<file path="config.mk">
export PLATFORM = sky130hd
export DESIGN_NAME = cctalk_host_transaction_engine_flat
export DESIGN_NICKNAME = d
export VERILOG_FILES = /design/src/hdl/cct_pkg.sv /design/src/hdl/cct_stream_if.sv /design/src/hdl/cct_cfg_regs.sv /design/src/hdl/cct_engine.sv /design/src/hdl/cct_res_queue.sv /design/src/hdl/cctalk_host_transaction_engine.sv /design/src/flat_wrapper.sv
export SDC_FILE = /design/constraint.sdc
export NUM_CORES = 1
export LEC_CHECK = 0
export ABC_AREA = 1
export BUFFER_PORTS_ARGS = -buffer_cell sky130_fd_sc_hd__buf_2
export CAP_MARGIN = 20
export CORE_MARGIN = 1
export CORE_UTILIZATION = 25
export CTS_CLUSTER_SIZE = 24
export DETAILED_ROUTE_END_ITERATION = 16
export PLACE_DENSITY = 0.48
export REMOVE_ABC_BUFFERS = 1
export SLEW_MARGIN = 10
export SYNTH_ARGS = -nofsm -noshare
export SYNTH_HDL_FRONTEND = slang
export SYNTH_SLANG_ARGS = --single-unit
</file>
<file path="constraint.sdc">
create_clock -name i_clk -period 6.7 [get_ports i_clk]
set_clock_uncertainty 0.2 [all_clocks]
set_input_delay 2.01 -clock i_clk [delete_from_list [all_inputs] [get_ports i_clk]]
set_output_delay 2.01 -clock i_clk [all_outputs]
set_load 0.01 [all_outputs]
</file>
<file path="src/hdl/cct_pkg.sv">
// ----------------------------------------------------------------------------
// cct_pkg
// Shared types, codes and reset values for the ccTalk host transaction engine.
// ----------------------------------------------------------------------------
package cct_pkg;

    localparam int MAX_RESULTS = 7;
    localparam int CFG_INDEX_W = 2;
    localparam int CFG_DATA_W  = 16;

    // op codes
    localparam logic [1:0] OP_START = 2'd0;
    localparam logic [1:0] OP_RX    = 2'd1;
    localparam logic [1:0] OP_TICK  = 2'd2;

    // expected reply kinds
    localparam logic [1:0] REPLY_ACK   = 2'd0;
    localparam logic [1:0] REPLY_FAULT = 2'd1;
    localparam logic [1:0] REPLY_EVENT = 2'd2;

    // result kinds
    localparam logic [1:0] KIND_TX    = 2'd0;
    localparam logic [1:0] KIND_EVENT = 2'd1;
    localparam logic [1:0] KIND_DONE  = 2'd2;

    // finish status
    localparam logic [1:0] STATUS_OK      = 2'd0;
    localparam logic [1:0] STATUS_TIMEOUT = 2'd1;
    localparam logic [1:0] STATUS_BAD     = 2'd2;

    // register indexes
    localparam logic [CFG_INDEX_W-1:0] REG_MASTER_ADDR = 2'd0;
    localparam logic [CFG_INDEX_W-1:0] REG_COIN_ADDR   = 2'd1;
    localparam logic [CFG_INDEX_W-1:0] REG_BILL_ADDR   = 2'd2;
    localparam logic [CFG_INDEX_W-1:0] REG_TIMEOUT     = 2'd3;

    // register reset values
    localparam logic [7:0]  RST_MASTER_ADDR = 8'd1;
    localparam logic [7:0]  RST_COIN_ADDR   = 8'd2;
    localparam logic [7:0]  RST_BILL_ADDR   = 8'd40;
    localparam logic [15:0] RST_TIMEOUT     = 16'd100;

    // reply lengths
    localparam logic [4:0] LEN_ACK   = 5'd5;
    localparam logic [4:0] LEN_FAULT = 5'd6;
    localparam logic [4:0] LEN_EVENT = 5'd16;

    typedef struct packed {
        logic [1:0] op;
        logic [7:0] dest_address;
        logic [7:0] header;
        logic [1:0] data_count;
        logic [7:0] data_first;
        logic [7:0] data_second;
        logic [1:0] reply_kind;
        logic [7:0] rx_byte;
    } t_cmd;

    typedef struct packed {
        logic [1:0] kind;
        logic [7:0] out_byte;
        logic [1:0] status;
        logic [7:0] fault_code;
        logic       last;
    } t_result;

    typedef struct packed {
        logic [7:0]  master_address;
        logic [7:0]  coin_address;
        logic [7:0]  bill_address;
        logic [15:0] timeout_ticks;
    } t_cfg;

    typedef struct packed {
        logic                            valid;
        logic [2:0]                      count;
        t_result [MAX_RESULTS-1:0]       res;
    } t_batch;

endpackage

</file>
<file path="src/hdl/cct_stream_if.sv">
// ----------------------------------------------------------------------------
// cct_stream_if
// Valid/ready channel carrying one payload beat per handshake.
// ----------------------------------------------------------------------------
interface cct_stream_if #(
    parameter type T = logic
);
    logic valid;
    logic ready;
    T     payload;

    modport source (output valid, output payload, input ready);
    modport sink   (input valid, input payload, output ready);
endinterface

</file>
<file path="src/hdl/cct_cfg_regs.sv">
// ----------------------------------------------------------------------------
// cct_cfg_regs
// Configuration register file, write-only.
// ----------------------------------------------------------------------------
module cct_cfg_regs (
    input  logic                            i_clk,
    input  logic                            i_rst_n,
    input  logic                            i_cfg_we,
    input  logic [cct_pkg::CFG_INDEX_W-1:0] i_cfg_index,
    input  logic [cct_pkg::CFG_DATA_W-1:0]  i_cfg_data,
    output cct_pkg::t_cfg                   o_cfg
);

    cct_pkg::t_cfg r_cfg;

    always_ff @(posedge i_clk) begin
        if (!i_rst_n) begin
            r_cfg.master_address <= cct_pkg::RST_MASTER_ADDR;
            r_cfg.coin_address   <= cct_pkg::RST_COIN_ADDR;
            r_cfg.bill_address   <= cct_pkg::RST_BILL_ADDR;
            r_cfg.timeout_ticks  <= cct_pkg::RST_TIMEOUT;
        end else if (i_cfg_we) begin
            case (i_cfg_index)
                cct_pkg::REG_MASTER_ADDR: r_cfg.master_address <= i_cfg_data[7:0];
                cct_pkg::REG_COIN_ADDR:   r_cfg.coin_address   <= i_cfg_data[7:0];
                cct_pkg::REG_BILL_ADDR:   r_cfg.bill_address   <= i_cfg_data[7:0];
                cct_pkg::REG_TIMEOUT:     r_cfg.timeout_ticks  <= i_cfg_data[15:0];
                default: begin
                end
            endcase
        end
    end

    assign o_cfg = r_cfg;

endmodule

</file>
<file path="src/hdl/cct_engine.sv">
// ----------------------------------------------------------------------------
// cct_engine
// Input register, exchange state machine and result batch builder.
// ----------------------------------------------------------------------------
module cct_engine (
    input  logic            i_clk,
    input  logic            i_rst_n,
    cct_stream_if.sink      i_cmd,
    input  cct_pkg::t_cfg   i_cfg,
    output cct_pkg::t_batch o_batch,
    input  logic            i_batch_ready
);

    typedef enum logic [1:0] {
        PH_IDLE,
        PH_ECHO,
        PH_REPLY
    } t_phase;

    t_phase        r_phase, n_phase;
    logic [2:0]    r_echo_left, n_echo_left;
    logic [4:0]    r_reply_count, n_reply_count;
    logic [1:0]    r_expected, n_expected;
    logic [7:0]    r_sum, n_sum;
    logic [7:0]    r_source, n_source;
    logic [7:0]    r_header, n_header;
    logic [7:0]    r_fault, n_fault;
    logic [15:0]   r_ticks, n_ticks;

    logic          r_in_valid;
    cct_pkg::t_cmd r_in;
    logic          fire;

    cct_pkg::t_batch batch;

    logic [1:0]    n_data;
    logic [7:0]    frame_sum;
    logic [7:0]    csum;
    logic [2:0]    frame_len;
    logic [7:0]    frame [cct_pkg::MAX_RESULTS];
    logic [15:0]   tick_inc;
    logic [4:0]    need;
    logic          src_ok;
    logic          reply_ok;

    function automatic cct_pkg::t_result mk_res(
        input logic [1:0] kind,
        input logic [7:0] b,
        input logic [1:0] st,
        input logic [7:0] fc,
        input logic       last
    );
        cct_pkg::t_result r;
        r.kind       = kind;
        r.out_byte   = b;
        r.status     = st;
        r.fault_code = fc;
        r.last       = last;
        return r;
    endfunction

    assign fire        = r_in_valid && i_batch_ready;
    assign i_cmd.ready = !r_in_valid || fire;

    always_ff @(posedge i_clk) begin
        if (!i_rst_n) begin
            r_in_valid <= 1'b0;
        end else if (i_cmd.ready) begin
            r_in_valid <= i_cmd.valid;
        end
        if (i_cmd.ready && i_cmd.valid) begin
            r_in <= i_cmd.payload;
        end
    end

    // frame assembly
    assign n_data    = (r_in.data_count > 2'd2) ? 2'd2 : r_in.data_count;
    assign frame_sum = r_in.dest_address + {6'd0, n_data} + i_cfg.master_address
                     + r_in.header
                     + ((n_data >= 2'd1) ? r_in.data_first : 8'd0)
                     + ((n_data == 2'd2) ? r_in.data_second : 8'd0);
    assign csum      = 8'd0 - frame_sum;
    assign frame_len = 3'd5 + {1'b0, n_data};

    always_comb begin
        frame[0] = r_in.dest_address;
        frame[1] = {6'd0, n_data};
        frame[2] = i_cfg.master_address;
        frame[3] = r_in.header;
        frame[4] = (n_data >= 2'd1) ? r_in.data_first : csum;
        frame[5] = (n_data == 2'd2) ? r_in.data_second : csum;
        frame[6] = csum;
    end

    assign tick_inc = (r_ticks == 16'hFFFF) ? r_ticks : r_ticks + 16'd1;
    assign need     = (r_expected == cct_pkg::REPLY_FAULT) ? cct_pkg::LEN_FAULT
                                                           : cct_pkg::LEN_ACK;
    assign src_ok   = (n_source == i_cfg.coin_address) ||
                      (n_source == i_cfg.bill_address);

    always_comb begin
        n_phase       = r_phase;
        n_echo_left   = r_echo_left;
        n_reply_count = r_reply_count;
        n_expected    = r_expected;
        n_sum         = r_sum;
        n_source      = r_source;
        n_header      = r_header;
        n_fault       = r_fault;
        n_ticks       = r_ticks;
        batch         = '0;
        batch.valid   = r_in_valid;
        reply_ok      = 1'b0;

        case (r_in.op)
            cct_pkg::OP_START: begin
                if (r_phase == PH_IDLE) begin
                    for (int i = 0; i < cct_pkg::MAX_RESULTS; i++) begin
                        batch.res[i] = mk_res(cct_pkg::KIND_TX, frame[i],
                                              cct_pkg::STATUS_OK, 8'd0,
                                              3'(i) == frame_len - 3'd1);
                    end
                    batch.count   = frame_len;
                    n_expected    = (r_in.reply_kind > cct_pkg::REPLY_EVENT)
                                  ? cct_pkg::REPLY_ACK : r_in.reply_kind;
                    n_phase       = PH_ECHO;
                    n_echo_left   = frame_len;
                    n_reply_count = 5'd0;
                    n_sum         = 8'd0;
                    n_source      = 8'd0;
                    n_header      = 8'd0;
                    n_fault       = 8'd0;
                    n_ticks       = 16'd0;
                end
            end
            cct_pkg::OP_RX: begin
                if (r_phase == PH_ECHO) begin
                    n_ticks = 16'd0;
                    if (r_echo_left <= 3'd1) begin
                        n_echo_left   = 3'd0;
                        n_phase       = PH_REPLY;
                        n_reply_count = 5'd0;
                        n_sum         = 8'd0;
                    end else begin
                        n_echo_left = r_echo_left - 3'd1;
                    end
                end else if (r_phase == PH_REPLY) begin
                    n_ticks       = 16'd0;
                    n_sum         = r_sum + r_in.rx_byte;
                    n_reply_count = r_reply_count + 5'd1;
                    if (r_reply_count == 5'd2) n_source = r_in.rx_byte;
                    if (r_reply_count == 5'd3) n_header = r_in.rx_byte;
                    if (r_reply_count == 5'd4) n_fault  = r_in.rx_byte;
                    if (r_expected == cct_pkg::REPLY_EVENT) begin
                        if (n_reply_count >= cct_pkg::LEN_EVENT) begin
                            batch.res[0] = mk_res(cct_pkg::KIND_EVENT, r_in.rx_byte,
                                                  cct_pkg::STATUS_OK, 8'd0, 1'b0);
                            batch.res[1] = mk_res(cct_pkg::KIND_DONE, 8'd0,
                                                  cct_pkg::STATUS_OK, 8'd0, 1'b1);
                            batch.count  = 3'd2;
                            n_phase       = PH_IDLE;
                            n_echo_left   = 3'd0;
                            n_reply_count = 5'd0;
                            n_ticks       = 16'd0;
                        end else begin
                            batch.res[0] = mk_res(cct_pkg::KIND_EVENT, r_in.rx_byte,
                                                  cct_pkg::STATUS_OK, 8'd0, 1'b1);
                            batch.count  = 3'd1;
                        end
                    end else if (n_reply_count >= need) begin
                        reply_ok = src_ok && (n_sum == 8'd0);
                        if (r_expected == cct_pkg::REPLY_ACK) begin
                            reply_ok = reply_ok && (n_header == 8'd0);
                        end
                        batch.res[0] = mk_res(cct_pkg::KIND_DONE, 8'd0,
                            reply_ok ? cct_pkg::STATUS_OK : cct_pkg::STATUS_BAD,
                            (reply_ok && r_expected != cct_pkg::REPLY_ACK) ? n_fault
                                                                           : 8'd0,
                            1'b1);
                        batch.count   = 3'd1;
                        n_phase       = PH_IDLE;
                        n_echo_left   = 3'd0;
                        n_reply_count = 5'd0;
                        n_ticks       = 16'd0;
                    end
                end
            end
            cct_pkg::OP_TICK: begin
                if (r_phase != PH_IDLE) begin
                    n_ticks = tick_inc;
                    if (tick_inc >= i_cfg.timeout_ticks) begin
                        batch.res[0] = mk_res(cct_pkg::KIND_DONE, 8'd0,
                                              cct_pkg::STATUS_TIMEOUT, 8'd0, 1'b1);
                        batch.count   = 3'd1;
                        n_phase       = PH_IDLE;
                        n_echo_left   = 3'd0;
                        n_reply_count = 5'd0;
                        n_ticks       = 16'd0;
                    end
                end
            end
            default: begin
            end
        endcase
    end

    always_ff @(posedge i_clk) begin
        if (!i_rst_n) begin
            r_phase       <= PH_IDLE;
            r_echo_left   <= 3'd0;
            r_reply_count <= 5'd0;
            r_expected    <= cct_pkg::REPLY_ACK;
            r_sum         <= 8'd0;
            r_source      <= 8'd0;
            r_header      <= 8'd0;
            r_fault       <= 8'd0;
            r_ticks       <= 16'd0;
        end else if (fire) begin
            r_phase       <= n_phase;
            r_echo_left   <= n_echo_left;
            r_reply_count <= n_reply_count;
            r_expected    <= n_expected;
            r_sum         <= n_sum;
            r_source      <= n_source;
            r_header      <= n_header;
            r_fault       <= n_fault;
            r_ticks       <= n_ticks;
        end
    end

    assign o_batch = batch;

endmodule

</file>
<file path="src/hdl/cct_res_queue.sv">
// ----------------------------------------------------------------------------
// cct_res_queue
// Holds one result batch and shifts it out, one beat per cycle while the
// result sink is ready, through an output register.
// ----------------------------------------------------------------------------
module cct_res_queue (
    input  logic            i_clk,
    input  logic            i_rst_n,
    input  cct_pkg::t_batch i_batch,
    output logic            o_batch_ready,
    cct_stream_if.source    o_res
);

    cct_pkg::t_result [cct_pkg::MAX_RESULTS-1:0] r_buf;
    logic [2:0]       r_left;
    logic             r_out_valid;
    cct_pkg::t_result r_out;
    logic             move;
    logic             load;

    assign move          = (r_left != 3'd0) && (!r_out_valid || o_res.ready);
    assign o_batch_ready = (i_batch.count == 3'd0) || (r_left == 3'd0) ||
                           ((r_left == 3'd1) && move);
    assign load          = i_batch.valid && o_batch_ready && (i_batch.count != 3'd0);

    always_ff @(posedge i_clk) begin
        if (!i_rst_n) begin
            r_left      <= 3'd0;
            r_out_valid <= 1'b0;
        end else begin
            if (load) begin
                r_left <= i_batch.count;
            end else if (move) begin
                r_left <= r_left - 3'd1;
            end
            if (move) begin
                r_out_valid <= 1'b1;
            end else if (o_res.ready) begin
                r_out_valid <= 1'b0;
            end
        end
        if (load) begin
            r_buf <= i_batch.res;
        end else if (move) begin
            r_buf[cct_pkg::MAX_RESULTS-2:0] <= r_buf[cct_pkg::MAX_RESULTS-1:1];
        end
        if (move) begin
            r_out <= r_buf[0];
        end
    end

    assign o_res.valid   = r_out_valid;
    assign o_res.payload = r_out;

endmodule

</file>
<file path="src/hdl/cctalk_host_transaction_engine.sv">
// Host side of a single-wire ccTalk exchange. A start command beat produces
// the command frame (5 to 7 transmit bytes, checksum last); the echo of those
// bytes is dropped, then the reply is checked (ack, fault) or streamed out
// byte by byte (event), ending in one finished beat. A command beat
// waits in the input register until the result queue takes its batch, which
// then moves through the queue buffer and output register; the queue takes
// a new batch only as it sends the last beat of the previous one, one beat
// per cycle while the result sink is ready. Configuration is to be written
// only while no exchange is in flight; the block does not enforce this.
// ----------------------------------------------------------------------------
// cctalk_host_transaction_engine
// Top level: configuration registers, exchange engine and result queue.
// ----------------------------------------------------------------------------
module cctalk_host_transaction_engine (
    input  logic                            i_clk,
    input  logic                            i_rst_n,
    cct_stream_if.sink                      i_cmd,
    cct_stream_if.source                    o_res,
    input  logic                            i_cfg_we,
    input  logic [cct_pkg::CFG_INDEX_W-1:0] i_cfg_index,
    input  logic [cct_pkg::CFG_DATA_W-1:0]  i_cfg_data
);

    cct_pkg::t_cfg   cfg;
    cct_pkg::t_batch batch;
    logic            batch_ready;

    cct_cfg_regs u_cfg (
        .i_clk       (i_clk),
        .i_rst_n     (i_rst_n),
        .i_cfg_we    (i_cfg_we),
        .i_cfg_index (i_cfg_index),
        .i_cfg_data  (i_cfg_data),
        .o_cfg       (cfg)
    );

    cct_engine u_engine (
        .i_clk         (i_clk),
        .i_rst_n       (i_rst_n),
        .i_cmd         (i_cmd),
        .i_cfg         (cfg),
        .o_batch       (batch),
        .i_batch_ready (batch_ready)
    );

    cct_res_queue u_queue (
        .i_clk         (i_clk),
        .i_rst_n       (i_rst_n),
        .i_batch       (batch),
        .o_batch_ready (batch_ready),
        .o_res         (o_res)
    );

endmodule

</file>
<file path="src/flat_wrapper.sv">
// flat-port wrapper written by rule: the top's interface ports become plain ports
module cctalk_host_transaction_engine_flat import cct_pkg::*;
  (i_clk, i_rst_n, i_cfg_we, i_cfg_index, i_cfg_data, i_cmd_valid, i_cmd_payload, i_cmd_ready, o_res_valid, o_res_payload, o_res_ready);
  cct_stream_if #(.T(t_cmd)) i_cmd_i ();
  cct_stream_if #(.T(t_result)) o_res_i ();
  input  logic i_clk;
  input  logic i_rst_n;
  input  logic i_cfg_we;
  input  logic [cct_pkg::CFG_INDEX_W-1:0] i_cfg_index;
  input  logic [cct_pkg::CFG_DATA_W-1:0] i_cfg_data;
  input wire logic [$bits(i_cmd_i.valid)-1:0] i_cmd_valid;
  input wire logic [$bits(i_cmd_i.payload)-1:0] i_cmd_payload;
  output wire logic [$bits(i_cmd_i.ready)-1:0] i_cmd_ready;
  output wire logic [$bits(o_res_i.valid)-1:0] o_res_valid;
  output wire logic [$bits(o_res_i.payload)-1:0] o_res_payload;
  input wire logic [$bits(o_res_i.ready)-1:0] o_res_ready;
  assign i_cmd_i.valid = i_cmd_valid;
  assign i_cmd_i.payload = i_cmd_payload;
  assign i_cmd_ready = i_cmd_i.ready;
  assign o_res_valid = o_res_i.valid;
  assign o_res_payload = o_res_i.payload;
  assign o_res_i.ready = o_res_ready;
  cctalk_host_transaction_engine u_core (.i_clk(i_clk), .i_rst_n(i_rst_n), .i_cmd(i_cmd_i), .o_res(o_res_i), .i_cfg_we(i_cfg_we), .i_cfg_index(i_cfg_index), .i_cfg_data(i_cfg_data));
endmodule
</file>
==> reports/results.ini <==
[die]
placementRows=83
core_sq_um=51700
initial_core_util=0.255
dieArea_sq_um=53700
die_y_um=232
die_w_um=232
ios=92

[global_routing]
gr-total-overflow=0
grt_pass1_vias=10100
antenna_found_initial=1
grt_max_degree=65
grt_usage=0.130
grt_pass1_wl_um=55600

[yosys]
synth_top_area_frac=0.325
synth_most_common_cell=nand2_1
async_reset_ff_frac=0
ys_types=45
ys_warn_count=0
synth_top_cells_by_count=nand2_1, inv_1, edfxtp_1, nor2_1, dfxtp_1
netlist_top_cells_area=edfxtp_1, dfxtp_1, nand2_1, inv_1, ha_1
ys_seq_area_frac=0.484
synth_area_per_cell_sq_um=8.47
ys.flop_type=edfxtp_1
ys_ff_latch=248
syn_area_sq_um=13200
synth_edf_count=143
synth_largest_area_cell=edfxtp_1
syn_inst=1559

[power_and_ir_drop]
power_density_nw_per_um2=335
switching_share=0.316
pwr-share-seq=0.437
p_int_mw=3.51
vdd_ir_drop_max_v=0.000204
p_comb_frac=0.254
p_clk_frac=0.308
leakagePower_nw=6.85
switchingPower_mw=1.63

[setup_path]
worstPathCellList=inv_1 > nor4_1 > nand4_1 > inv_1 > or2_2 > o21a_1 > ha_1 > nand2_1 > nand2_1 > nand2_1 > nand2_1 > nand2_1 > nand2_1 > nand2_1 > nand3_1 > nand2_1 > nand3_4 > nand3_1 > buf_2
critical_path.max_fanout=11
endpoint_kind=output port
slowest_stage=nand4_1
critPathKind=flip-flop to output port
cp.arrival_ns=3.97
worst_path_most_repeated_cell=nand2_1
start_kind=flip-flop
max_stage_delay_ns=0.55
required_ns=4.49

[timing]
fin_crit_ns=6.18
fin_crit_sh=0.923
rsz0062_at_grt=false
slew_violations=0
timing.final.hold_violations=0
holdWs_ns=0.218
tns_ns=0
setup_viol=0
fmax_mhz=162
worstMarginPinSlew_ns=0.997
slew_headroom=0.335

[hold_path]
hp-class=flip-flop to flip-flop

[route]
final_antenna_net_count=0
post_drt_wl_per_cell_um=14.8
routed_via_density=4.37
drc_errors=0
drt_pre_antenna_iters=4
vias=10300
drt_iter0_markers=482
wl_um=34800

[clock_tree]
insertion_delay_ns=0.58
cts_resized=0
postCtsSetupRepairBufs=0
htreeDepth=1
cts_root_buffer=clkbuf_16
clock_path_buffers=3
clock_sinks=248
cts_tree=yes
numCtsBuffers=29
path_clk_slew_ns=0.06
cts_hold_buf=0

[final_layout]
diodes=0
nNetsFinal=1795
fin_util=0.296
drive_gt1_frac=0.115
area_growth_pct=16.0

[placement]
portBuffers=91
gp_congestion=0.833
dp_hpwl_um=24600

[outcome]
status=complete, no violations

[flow_run]
max_cap_violations=0

==> area by class of cell <==
type | instances | area [sq um]
Clock buffer | 37 | 766
Clock inverter | 16 | 178
Fill cell | 5527 | 36400
Inverter | 238 | 896
Multi-Input combinational cell | 1025 | 5680
Sequential cell | 248 | 6400
Tap cell | 680 | 851
Timing Repair Buffer | 103 | 558
==> logic make-up after synthesis <==
group	count (synthesis)	synth area share
other cells	2	0.000569
compound gates	214	0.0949
buf+inv	286	0.0859
xor+xnor	23	0.0153
simple gates	705	0.230
flops	248	0.484
fa+ha+maj	81	0.0892
==> critical path, delay by kind of cell (launching register included) <==
| family | cells | cell delay (ns) |
|---|---|---|
| AOI/OAI and AO/OA | 1 | 0.11 |
| adders and majority gates | 1 | 0.23 |
| buffers and inverters | 3 | 0.47 |
| DFF | 1 | 0.37 |
| and+or+nand+nor | 14 | 2.22 |
==> worst paths after layout <==
| path | startpoint | to | slack [ns] | cells after the start |
|---|---|---|---|---|
| setup / recovery | u_core.u_engine.r_ticks[5]$_SDFFE_PN0P_ | i_cmd_ready | 0.52 | 19 |
| hold / removal | u_core.u_queue.r_buf[1]$_SDFFCE_PP0P_ | u_core.u_queue.o_res.payload[1]$_DFFE_PP_ | 0.22 | 0 |
| setup reg to reg | u_core.u_engine.r_in[27]$_DFFE_PP_ | u_core.u_queue.r_buf[101]$_DFFE_PP_ | 1.42 | 18 |
| hold reg to reg | u_core.u_queue.r_buf[1]$_SDFFCE_PP0P_ | u_core.u_queue.o_res.payload[1]$_DFFE_PP_ | 0.22 | 0 |
==> power by group through the flow <==
stage | Sequential, mW | Clock [mW] | Combinational (mW)
final | 2.25 | 1.58 | 1.31
after global routing | 2.29 | 1.69 | 1.50
after CTS | 2.26 | 1.64 | 1.33
after detailed placement | 2.29 | 0 | 1.32
after global placement | 2.28 | 0 | 1.30
after floorplan | 2.29 | 0 | 0.876
==> placed cells by master, fill, tap and decap left out, types with 5 or more instances in the layout <==
cell type  Yosys  routed
nand2_1      394     393
inv_1        232     230
edfxtp_1     143     143
nor2_1       138     137
dfxtp_1      105     105
nand3_1      102     102
buf_2         14      91
o21ai_0       87      87
ha_1          59      59
a21oi_1       53      53
clkbuf_16      0      29
fa_1          22      22
a22o_1        20      20
nand4_1       14      14
o21ai_1       14      14
xor2_1        12      12
nor3_1        11      11
xnor2_1       11      11
buf_4          3      11
o21a_1        10      10
nor2_2         8       9
nand3b_1       9       9
nand2_2        7       8
o2111ai_1      8       8
nor3_2         8       8
clkbuf_1      27       7
clkinv_2       0       6
inv_2          4       5
==> metal layers <==
layer	global-route usage	vias to the layer above	part of all wire
met5	0	-	0.00023
met4	0.0467	2	0.026
met3	0.0144	52	0.037
met2	0.223	170	0.48
met1	0.169	4774	0.46
li1	-	5258	-
==> metrics by stage <==
| step | total power [mW] | setup slack, ns | std cells | area, sq um |
|---|---|---|---|---|
| final | 5.14 | 0.516 | 2347 | 15300 |
| after global routing | 5.48 | 0.120 | 2347 | 15300 |
| after CTS | 5.22 | 0.282 | 2345 | 15300 |
| after detailed placement | 3.61 | 0.904 | 2292 | 14400 |
| after global placement | 3.58 | 1.06 | 2292 | 14400 |
| after floorplan | 3.17 | 0.961 | 1511 | 13000 |
==> state kept, by name, indices dropped and copies added (netlist names) <==
name / count
u_core.u_cfg.o_cfg: 40
u_core.u_engine.r_header: 8
u_core.u_engine.r_expected: 2
u_core.u_queue.r_buf: 76
u_core.u_engine.r_in_valid: 1
u_core.u_engine.r_source: 8
u_core.u_queue.r_left: 3
u_core.u_engine.frame: 16
u_core.u_engine.r_ticks: 16
u_core.u_engine.r_in: 30
u_core.u_queue.o_res.payload: 21
u_core.u_engine.r_echo_left: 3
u_core.u_engine.r_reply_count: 5
u_core.u_queue.o_res.valid: 1
u_core.u_engine.r_sum: 8
u_core.u_engine.r_fault: 8
u_core.u_engine.r_phase: 2
No activity file was read; power rests on OpenSTA's default activity.
